**src/tscw_pkg.sv**
```systemverilog
// Package for the text screen cursor writer.
// Holds field widths, command codes, register indexes, payload structs and the
// controller-to-datapath command and status structs. Depends on nothing.
package tscw_pkg;

    localparam int OFF_W    = 17;
    localparam int BYTE_W   = 8;
    localparam int LL_W     = 9;
    localparam int SCROLL_W = 9;
    localparam int CFG_IDX_W = 2;

    localparam logic [1:0] MODE_PUT  = 2'd0;
    localparam logic [1:0] MODE_SET  = 2'd1;
    localparam logic [1:0] MODE_PUSH = 2'd2;
    localparam logic [1:0] MODE_POP  = 2'd3;

    localparam logic [BYTE_W-1:0] CHAR_PRINT_LO = 8'd32;
    localparam logic [BYTE_W-1:0] CHAR_PRINT_HI = 8'd127;
    localparam logic [BYTE_W-1:0] CHAR_BS       = 8'd8;
    localparam logic [BYTE_W-1:0] CHAR_LF       = 8'd10;
    localparam logic [BYTE_W-1:0] CHAR_CR       = 8'd13;

    localparam logic [CFG_IDX_W-1:0] CFG_SCREEN_ROWS   = 2'd0;
    localparam logic [CFG_IDX_W-1:0] CFG_SCREEN_COLS   = 2'd1;
    localparam logic [CFG_IDX_W-1:0] CFG_UPDATE_CURSOR = 2'd2;
    localparam logic [CFG_IDX_W-1:0] CFG_BIOS_OUTPUT   = 2'd3;

    localparam logic [BYTE_W-1:0] RST_SCREEN_ROWS   = 8'd25;
    localparam logic [BYTE_W-1:0] RST_SCREEN_COLS   = 8'd80;
    localparam logic              RST_UPDATE_CURSOR = 1'b1;

    localparam logic [SCROLL_W-1:0] SCROLL_SAT = 9'd256;

    typedef struct packed {
        logic [1:0]        mode;
        logic [BYTE_W-1:0] char_code;
        logic [BYTE_W-1:0] target_row;
        logic [BYTE_W-1:0] target_col;
    } t_in_item;

    typedef struct packed {
        logic                write_enable;
        logic [OFF_W-1:0]    write_offset;
        logic [BYTE_W-1:0]   write_row;
        logic [BYTE_W-1:0]   write_col;
        logic [BYTE_W-1:0]   write_char;
        logic [SCROLL_W-1:0] scroll_lines;
        logic [OFF_W-1:0]    scroll_attr_offset;
        logic                cursor_update;
        logic [BYTE_W-1:0]   cursor_row;
        logic [BYTE_W-1:0]   cursor_col;
        logic [BYTE_W-1:0]   top_row_out;
    } t_out_item;

    typedef struct packed {
        logic load_in;
        logic start_div;
        logic commit;
    } t_dp_cmd;

    typedef struct packed {
        logic div_busy;
    } t_dp_status;

endpackage

```
**src/tscw_div.sv**
```systemverilog
// Restoring divider for the text screen cursor writer, one quotient bit a cycle.
// Divides a cursor offset by the line length. Depends on tscw_pkg.
module tscw_div (
    input  logic                       i_clk,
    input  logic                       i_rst_n,
    input  logic                       i_start,
    input  logic [tscw_pkg::OFF_W-1:0] i_dividend,
    input  logic [tscw_pkg::LL_W-1:0]  i_divisor,
    output logic                       o_busy,
    output logic [tscw_pkg::OFF_W-1:0] o_quot,
    output logic [tscw_pkg::LL_W-1:0]  o_rem
);

    localparam int CNT_W = $clog2(tscw_pkg::OFF_W + 1);

    logic [CNT_W-1:0]           r_cnt;
    logic [tscw_pkg::OFF_W-1:0] r_num;
    logic [tscw_pkg::LL_W-1:0]  r_rem;
    logic [tscw_pkg::LL_W:0]    trial;
    logic                       take;

    assign trial = {r_rem, r_num[tscw_pkg::OFF_W-1]};
    assign take  = trial >= {1'b0, i_divisor};

    always_ff @(posedge i_clk) begin
        if (!i_rst_n) begin
            r_cnt <= '0;
        end else if (i_start) begin
            r_cnt <= CNT_W'(tscw_pkg::OFF_W);
        end else if (r_cnt != '0) begin
            r_cnt <= r_cnt - 1'b1;
        end
    end

    always_ff @(posedge i_clk) begin
        if (i_start) begin
            r_num <= i_dividend;
            r_rem <= '0;
        end else if (r_cnt != '0) begin
            r_num <= {r_num[tscw_pkg::OFF_W-2:0], take};
            r_rem <= take ? tscw_pkg::LL_W'(trial - {1'b0, i_divisor})
                          : trial[tscw_pkg::LL_W-1:0];
        end
    end

    assign o_busy = r_cnt != '0;
    assign o_quot = r_num;
    assign o_rem  = r_rem;

endmodule

```
**src/tscw_datapath.sv**
```systemverilog
// Datapath of the text screen cursor writer: configuration, cursor state,
// row multiplier, divider and the result register. Depends on tscw_pkg, tscw_div.
module tscw_datapath (
    input  logic                           i_clk,
    input  logic                           i_rst_n,
    input  logic                           i_cfg_we,
    input  logic [tscw_pkg::CFG_IDX_W-1:0] i_cfg_idx,
    input  logic [tscw_pkg::BYTE_W-1:0]    i_cfg_data,
    input  tscw_pkg::t_in_item             i_item,
    input  tscw_pkg::t_dp_cmd              i_cmd,
    output tscw_pkg::t_dp_status           o_status,
    output tscw_pkg::t_out_item            o_item
);

    logic [tscw_pkg::BYTE_W-1:0] r_rows;
    logic [tscw_pkg::BYTE_W-1:0] r_cols;
    logic                        r_upd;
    tscw_pkg::t_in_item          r_in;
    logic [tscw_pkg::OFF_W-1:0]  r_prod;
    logic [tscw_pkg::OFF_W-1:0]  r_off;
    logic [tscw_pkg::BYTE_W-1:0] r_top;
    logic [tscw_pkg::BYTE_W-1:0] r_srd;
    logic [tscw_pkg::BYTE_W-1:0] r_scol;
    tscw_pkg::t_out_item         r_out;

    logic [tscw_pkg::OFF_W-1:0]  n_off;
    logic [tscw_pkg::BYTE_W-1:0] n_top;
    logic [tscw_pkg::BYTE_W-1:0] n_srd;
    logic [tscw_pkg::BYTE_W-1:0] n_scol;
    tscw_pkg::t_out_item         n_out;

    logic [tscw_pkg::BYTE_W-1:0] rows_eff;
    logic [tscw_pkg::BYTE_W-1:0] cols_eff;
    logic [tscw_pkg::LL_W-1:0]   ll;
    logic [tscw_pkg::BYTE_W-1:0] mul_row;
    logic [tscw_pkg::OFF_W-1:0]  pop_off;
    logic [tscw_pkg::OFF_W-1:0]  dividend;
    logic                        div_busy;
    logic [tscw_pkg::OFF_W-1:0]  quot;
    logic [tscw_pkg::LL_W-1:0]   rem;
    logic                        set_ok;

    assign rows_eff = (r_rows == '0) ? 8'd1 : r_rows;
    assign cols_eff = (r_cols == '0) ? 8'd1 : r_cols;
    assign ll       = {cols_eff, 1'b0};
    assign pop_off  = r_prod + {8'b0, r_scol, 1'b0};
    assign dividend = (r_in.mode == tscw_pkg::MODE_POP) ? pop_off : r_off;
    assign set_ok   = (r_in.target_row < rows_eff) && (r_in.target_col < cols_eff);

    always_comb begin
        case (r_in.mode)
            tscw_pkg::MODE_SET: mul_row = r_in.target_row;
            tscw_pkg::MODE_POP: mul_row = r_top + r_srd;
            default:            mul_row = rows_eff - 8'd1;
        endcase
    end

    tscw_div u_div (
        .i_clk      (i_clk),
        .i_rst_n    (i_rst_n),
        .i_start    (i_cmd.start_div),
        .i_dividend (dividend),
        .i_divisor  (ll),
        .o_busy     (div_busy),
        .o_quot     (quot),
        .o_rem      (rem)
    );

    always_comb begin
        logic                          guard_en;
        logic [tscw_pkg::OFF_W:0]      off2;
        logic [tscw_pkg::OFF_W:0]      q2;
        logic [tscw_pkg::LL_W-1:0]     r2;
        logic [tscw_pkg::LL_W:0]       r_p2;
        logic                          wrap;
        logic [tscw_pkg::OFF_W:0]      n_scroll;
        logic [tscw_pkg::OFF_W-1:0]    q_fin;
        logic [tscw_pkg::LL_W-1:0]     r_fin;

        n_out    = '0;
        n_off    = r_off;
        n_top    = r_top;
        n_srd    = r_srd;
        n_scol   = r_scol;
        q_fin    = quot;
        r_fin    = rem;
        guard_en = 1'b0;
        off2     = '0;
        q2       = '0;
        r2       = '0;
        n_scroll = '0;
        r_p2     = {1'b0, rem} + 10'd2;
        wrap     = r_p2 >= {1'b0, ll};

        case (r_in.mode)
            tscw_pkg::MODE_PUT: begin
                n_out.cursor_update = r_upd;
                if (r_in.char_code inside {[tscw_pkg::CHAR_PRINT_LO:tscw_pkg::CHAR_PRINT_HI]}) begin
                    n_out.write_enable = 1'b1;
                    n_out.write_offset = r_off;
                    n_out.write_row    = quot[7:0];
                    n_out.write_col    = rem[8:1];
                    n_out.write_char   = r_in.char_code;
                    guard_en = 1'b1;
                    off2     = {1'b0, r_off} + 18'd2;
                    q2       = {1'b0, quot} + {17'b0, wrap};
                    r2       = wrap ? tscw_pkg::LL_W'(r_p2 - {1'b0, ll}) : r_p2[8:0];
                end else if (r_in.char_code == tscw_pkg::CHAR_BS) begin
                    if (r_off > 17'd2) begin
                        n_off = r_off - 17'd2;
                        if (rem >= 9'd2) begin
                            r_fin = rem - 9'd2;
                        end else begin
                            q_fin = quot - 17'd1;
                            r_fin = rem + ll - 9'd2;
                        end
                    end
                end else if (r_in.char_code == tscw_pkg::CHAR_CR) begin
                    n_off = r_off - {8'b0, rem};
                    r_fin = '0;
                end else if (r_in.char_code == tscw_pkg::CHAR_LF) begin
                    guard_en = 1'b1;
                    off2     = {1'b0, r_off} + {9'b0, ll};
                    q2       = {1'b0, quot} + 18'd1;
                    r2       = rem;
                end
            end
            tscw_pkg::MODE_SET: begin
                if (set_ok) begin
                    n_off = r_prod + {8'b0, r_in.target_col, 1'b0};
                    q_fin = {9'b0, r_in.target_row};
                    r_fin = {r_in.target_col, 1'b0};
                    n_top = r_in.target_row;
                end
            end
            tscw_pkg::MODE_PUSH: begin
                n_srd  = quot[7:0] - r_top;
                n_scol = rem[8:1];
            end
            default: begin
                n_off               = pop_off;
                n_out.cursor_update = r_upd;
            end
        endcase

        if (guard_en) begin
            if (q2 >= {10'b0, rows_eff}) begin
                n_scroll = q2 - {10'b0, rows_eff} + 18'd1;
                n_out.scroll_lines = (n_scroll > 18'd256) ? tscw_pkg::SCROLL_SAT
                                                          : n_scroll[8:0];
                n_out.scroll_attr_offset = tscw_pkg::OFF_W'(off2 - 18'd1);
                n_top = r_top - n_scroll[7:0];
                n_off = r_prod + {8'b0, r2};
                q_fin = {9'b0, rows_eff - 8'd1};
                r_fin = r2;
            end else begin
                n_off = off2[16:0];
                q_fin = q2[16:0];
                r_fin = r2;
            end
        end

        n_out.cursor_row  = q_fin[7:0];
        n_out.cursor_col  = r_fin[8:1];
        n_out.top_row_out = n_top;
    end

    always_ff @(posedge i_clk) begin
        if (!i_rst_n) begin
            r_rows <= tscw_pkg::RST_SCREEN_ROWS;
            r_cols <= tscw_pkg::RST_SCREEN_COLS;
            r_upd  <= tscw_pkg::RST_UPDATE_CURSOR;
        end else if (i_cfg_we) begin
            case (i_cfg_idx)
                tscw_pkg::CFG_SCREEN_ROWS:   r_rows <= i_cfg_data;
                tscw_pkg::CFG_SCREEN_COLS:   r_cols <= i_cfg_data;
                tscw_pkg::CFG_UPDATE_CURSOR: r_upd  <= i_cfg_data[0];
                // Both offset and row and column are always reported, so the
                // output mode register changes nothing and is not kept.
                tscw_pkg::CFG_BIOS_OUTPUT:   ;
                default:                     ;
            endcase
        end
    end

    always_ff @(posedge i_clk) begin
        if (!i_rst_n) begin
            r_off  <= '0;
            r_top  <= '0;
            r_srd  <= '0;
            r_scol <= '0;
        end else if (i_cmd.commit) begin
            r_off  <= n_off;
            r_top  <= n_top;
            r_srd  <= n_srd;
            r_scol <= n_scol;
        end
    end

    always_ff @(posedge i_clk) begin
        if (i_cmd.load_in) begin
            r_in <= i_item;
        end
        r_prod <= tscw_pkg::OFF_W'({9'b0, mul_row} * {8'b0, ll});
        if (i_cmd.commit) begin
            r_out <= n_out;
        end
    end

    assign o_status.div_busy = div_busy;
    assign o_item            = r_out;

endmodule

```
**src/tscw_ctrl.sv**
```systemverilog
// Controller of the text screen cursor writer: sequences accept, multiply,
// divide and commit, and owns both channel handshakes. Depends on tscw_pkg.
module tscw_ctrl (
    input  logic                 i_clk,
    input  logic                 i_rst_n,
    input  logic                 i_in_valid,
    output logic                 o_in_stall,
    output logic                 o_out_valid,
    input  logic                 i_out_stall,
    input  tscw_pkg::t_dp_status i_status,
    output tscw_pkg::t_dp_cmd    o_cmd
);

    typedef enum logic [4:0] {
        S_IDLE  = 5'b00001,
        S_MUL   = 5'b00010,
        S_START = 5'b00100,
        S_DIV   = 5'b01000,
        S_FIN   = 5'b10000
    } t_state;

    t_state r_state;
    t_state n_state;
    logic   r_out_valid;
    logic   n_out_valid;

    always_comb begin
        n_state = r_state;
        o_cmd   = '0;
        case (r_state)
            S_IDLE: begin
                if (i_in_valid) begin
                    o_cmd.load_in = 1'b1;
                    n_state       = S_MUL;
                end
            end
            S_MUL: begin
                n_state = S_START;
            end
            S_START: begin
                o_cmd.start_div = 1'b1;
                n_state         = S_DIV;
            end
            S_DIV: begin
                if (!i_status.div_busy) begin
                    n_state = S_FIN;
                end
            end
            S_FIN: begin
                if (!r_out_valid || !i_out_stall) begin
                    o_cmd.commit = 1'b1;
                    n_state      = S_IDLE;
                end
            end
            default: begin
                n_state = S_IDLE;
            end
        endcase
    end

    assign n_out_valid = o_cmd.commit | (r_out_valid & i_out_stall);

    always_ff @(posedge i_clk) begin
        if (!i_rst_n) begin
            r_state     <= S_IDLE;
            r_out_valid <= 1'b0;
        end else begin
            r_state     <= n_state;
            r_out_valid <= n_out_valid;
        end
    end

    assign o_in_stall  = r_state != S_IDLE;
    assign o_out_valid = r_out_valid;

endmodule

```
**src/text_screen_cursor_writer.sv**
```systemverilog
// Top level of the text screen cursor writer.
// Joins the controller and the datapath. Depends on tscw_pkg, tscw_ctrl, tscw_datapath.
//
// Usage:
// Input items arrive on i_item with i_in_valid; a transfer happens at a rising
// edge where i_in_valid is high and o_in_stall is low. Each item yields exactly
// one result on o_item with o_out_valid; that transfer happens where o_out_valid
// is high and i_out_stall is low.
// The block takes a new item only after the previous one is committed to the
// output register; the 17-step restoring divider splits the cursor offset into
// row and column.
// A finished result waits in the output register while i_out_stall is high and
// the next item is already taken and worked on; it is committed only once the
// output register is free or being emptied in the same cycle.
// Configuration is written through i_cfg_we, i_cfg_idx and i_cfg_data at any
// edge, and is meant to change only while no item is in flight.
// Reset (i_rst_n low at a rising edge) clears the cursor offset, the top row and
// the saved position, empties the output register and restores 25 rows,
// 80 columns and cursor updates on.
module text_screen_cursor_writer (
    input  logic                           i_clk,
    input  logic                           i_rst_n,
    input  logic                           i_in_valid,
    output logic                           o_in_stall,
    input  tscw_pkg::t_in_item             i_item,
    output logic                           o_out_valid,
    input  logic                           i_out_stall,
    output tscw_pkg::t_out_item            o_item,
    input  logic                           i_cfg_we,
    input  logic [tscw_pkg::CFG_IDX_W-1:0] i_cfg_idx,
    input  logic [tscw_pkg::BYTE_W-1:0]    i_cfg_data
);

    tscw_pkg::t_dp_cmd    dp_cmd;
    tscw_pkg::t_dp_status dp_status;

    tscw_ctrl u_ctrl (
        .i_clk       (i_clk),
        .i_rst_n     (i_rst_n),
        .i_in_valid  (i_in_valid),
        .o_in_stall  (o_in_stall),
        .o_out_valid (o_out_valid),
        .i_out_stall (i_out_stall),
        .i_status    (dp_status),
        .o_cmd       (dp_cmd)
    );

    tscw_datapath u_datapath (
        .i_clk      (i_clk),
        .i_rst_n    (i_rst_n),
        .i_cfg_we   (i_cfg_we),
        .i_cfg_idx  (i_cfg_idx),
        .i_cfg_data (i_cfg_data),
        .i_item     (i_item),
        .i_cmd      (dp_cmd),
        .o_status   (dp_status),
        .o_item     (o_item)
    );

endmodule
```
**config.mk**
```make
export PLATFORM = sky130hd
export DESIGN_NAME = text_screen_cursor_writer
export DESIGN_NICKNAME = d
export VERILOG_FILES = /design/src/tscw_pkg.sv /design/src/tscw_div.sv /design/src/tscw_datapath.sv /design/src/tscw_ctrl.sv /design/src/text_screen_cursor_writer.sv
export SDC_FILE = /design/constraint.sdc
export NUM_CORES = 1
export LEC_CHECK = 0
export ABC_AREA = 1
export BUFFER_PORTS_ARGS = -buffer_cell sky130_fd_sc_hd__buf_2
export CAP_MARGIN = 40
export CORE_UTILIZATION = 45
export CTS_CLUSTER_SIZE = 8
export DETAILED_ROUTE_END_ITERATION = 8
export PLACE_DENSITY_LB_ADDON = 0.2
export REMOVE_ABC_BUFFERS = 1
export SLEW_MARGIN = 25
export SYNTH_ARGS = -nofsm -noshare
export SYNTH_HDL_FRONTEND = slang
export SYNTH_HIERARCHICAL = 1
export SYNTH_SLANG_ARGS = --single-unit
```
**constraint.sdc**
```tcl
create_clock -name i_clk -period 16.9 [get_ports i_clk]
set_input_delay 0.845 -clock i_clk [delete_from_list [all_inputs] [get_ports i_clk]]
set_output_delay 0.845 -clock i_clk [all_outputs]
set_load 0.05 [all_outputs]
```
==> flow_metrics.tcl <==
set metrics [dict create \
    start_util_pct 45.9 \
    period_share_pct 45.7 \
    maxCapViolCount 0 \
    ys.flop_type "edfxtp_1" \
    dpl.hpwl_mm 65.6 \
    max-slew-margin-rel_pct 48.3 \
    hold_buffers 0 \
    n_fill_cell 4851 \
    finalSetupTns_ps 0 \
    antenna_found_initial 0 \
    clockRootBuffer "clkbuf_16" \
    grt_overflow_total 0 \
    synth-xor-area-share_pct 3.65 \
    power.leakage_uw 0.0121 \
    core_area_um2 48000 \
    path_max_fanout 26 \
    htree_levels 2 \
    wl_mm 83.5 \
    critPathKind "reg -> reg" \
    grt_pass1_wl_mm 126 \
    min-delay-start "u_datapath/u_div/r_cnt[4]" \
    synth_cell_type_count 59 \
    die_w_um 223 \
    netlist_instances 3245 \
    fin_skew_ps 27.7 \
    synth_warnings 6 \
    synthMuxAreaShare_pct 0 \
    synth_compound_area_share_pct 11.7 \
    clock_sinks 230 \
    antenna_cells 0 \
    cp-end-kind "flop" \
    io_buffer_count 135 \
    layout_commonest_cell "nand2_1" \
    register_area_um2 5970 \
    post_cts_buffers 0 \
    stdcell_area_um2 24400 \
    synth_area_um2 22000 \
    track_usage_pct 33.3 \
    reg2reg_from "u_datapath/u_div/o_rem[1]" \
    status "completed" \
    synth_top_area_cell "edfxtp_1" \
    arrival_ps 8110 \
    synth_edf_count 136 \
    drtIter0Drc 2486 \
    grt_use_met3_pct 5.81 \
    drtAntennaViolNets 0 \
    area_growth_pct 10.5 \
    die_h_um 223 \
    rrSetupSlack_ps 9170 \
    via_count 22560 \
    cts_tree "built" \
    whs_path_depth 2 \
    timing.fmax_mhz 129 \
    clk_pin_slew_ps 60 \
    cts_resized 0 \
    synth_top_family_by_area "simple AND/OR/NAND/NOR gates" \
    grt_max_degree 69 \
    grt_pass1_vias 21125 \
    use_met1_pct 46.7 \
    first_pass_iters 7 \
    gp_congestion 0.994 \
    rr_worst_depth 34 \
    cp_common_cell "nand2_1" \
    tightest_slew_ps 775 \
    cts_made_buffers 36 \
    r2r_end "u_datapath/o_item[45]" \
    worst_setup_path_start_kind "flop" \
    ir_drop_mv 0.109 \
    final_net_count 3629 \
    setup_viol 0 \
    synthArstFlopShare_pct 0 \
    required_ps 17280 \
    rows 80 \
    synth_top_area_share_pct 18.5 \
    hold_viol_final 0 \
    crit_path_max_incr_delay_ps 650 \
    powerDensity_nw_per_um2 123 \
    die_area_um2 49900 \
    multi_input_area_um2 13800 \
    drv_slew 0 \
    top_usage_layer "met2" \
    fin_util_pct 50.7 \
    viasPerCell 5.67 \
    clk_latency_ps 560 \
    post_drt_wl_per_cell_um 21.0 \
    mostFrequentLayoutCells "862 x nand2_1, 443 x inv_1, 313 x nor2_1" \
    min_to "u_datapath/u_div/r_cnt[4]" \
    rsz0062_at_grt "no" \
    synth-seq-cells 230 \
    drcViolationCount 0 \
    placed_cell_area_um2 23200 \
    ios 136 \
    synthAdderAreaFrac_pct 15.7 \
    synth.avg_cell_area_um2 6.79 \
    yosys-top-cells-area "edfxtp_1 19%, nand2_1 15%, ha_1 11%" \
    cpMaxStageDelayCell "inv_2" \
    layout-drive-gt1-share_pct 8.38 \
    synth-seq-area-share_pct 27.1 \
    synth_simple_gate_area_share_pct 31.6 \
    met2_usage_pct 51.4 \
    hp-class "reg -> reg" \
    final.min_clock_period_ps 7730 \
    cts_buffer_depth 3 \
]
[stage by stage]
stage               setup slack [ps]  power, µW  instances  hold slack, ps
global placement                9750       2250       3909             443
floorplan                       9660       1790       3147             433
CTS                             9460       2970       3977             445
finish                          9170       2990       3981             459
detailed placement              9460       2260       3915             447
global route                    8590       3200       3981             461
[registers in the layout (all words and copies together), names as in the netlist, 8 cells and up]
name	count
u_datapath/o_item	93
u_datapath/r_cols	8
u_datapath/r_in	26
u_datapath/r_off	17
u_datapath/r_prod	16
u_datapath/r_rows	8
u_datapath/r_scol	8
u_datapath/r_srd	8
u_datapath/r_top	8
u_datapath/u_div/o_quot	17
u_datapath/u_div/o_rem	9
[metal layers]
layer  up-vias  routed length [µm]
li1      10768                   -
met1     10615               36900
met2      1035               36200
met3       142                7690
met4         0                2640
met5         -                   0
[critical path: cells and delay by family (launching register included)]
kind / cells / cell delay, ps
buffers and inverters: 7 / 1760
flip-flops: 1 / 560
AO/OA/AOI/OAI: 4 / 450
XOR/XNOR: 1 / 200
adder cells (fa/ha/maj): 4 / 1040
AND/OR/NAND/NOR: 18 / 3500
[cell type report]
cell class	instances	share of cell area (%)
multi-input cells	2445	56.8
clock buffers	58	4.29
clock inverters	4	0.113
repair buffers	157	3.87
flip-flops and latches	230	24.5
inverters	472	7.28
well taps	615	3.16
[cells in the mapped netlist (all sizes together), types with 4 or more instances]
cell    count
xor2       67
a21oi     221
ha        195
o21bai     10
nand4      46
nor4        8
xnor2      25
or2        15
nor3       44
nand3b     11
o221ai      4
clkbuf     51
clkinv     11
edfxtp    136
inv       461
nor2      337
o211ai     24
o21ai     192
dfxtp      94
buf        48
a31oi      10
nand2     873
fa         51
nand3     291
[how the worst max path moves through the flow]
stage	end	start	slack, ps	cells past startpoint
finish	u_datapath/o_item[45]	u_datapath/u_div/o_rem[1]	9170	34
global route	u_datapath/o_item[43]	u_datapath/u_div/o_rem[1]	8590	34
CTS	u_datapath/o_item[47]	u_datapath/u_div/o_rem[1]	9460	34
detailed placement	u_datapath/o_item[47]	u_datapath/u_div/o_rem[1]	9460	34
global placement	u_datapath/o_item[42]	u_datapath/u_div/o_rem[1]	9750	34
floorplan	u_datapath/r_srd[6]	i_out_stall	9660	8
[kinds of logic (layout without fill, tap and decap cells)]
logic type,count (synthesis),after routing
fa+ha+maj,246,246
xor+xnor,92,92
flops,230,230
compound gates,477,477
buf+inv,571,691
simple gates,1628,1628
other cells,1,2
[power by group]
| part | switching, µW | internal (µW) | total (µW) | leakage, µW |
|---|---|---|---|---|
| Clock | 274 | 420 | 694 | 0.000522 |
| Sequential | 143 | 679 | 822 | 0.00202 |
| Combinational | 999 | 479 | 1480 | 0.00956 |
| Total | 1420 | 1580 | 2990 | 0.0121 |
No activity file was read; power rests on OpenSTA's default activity.
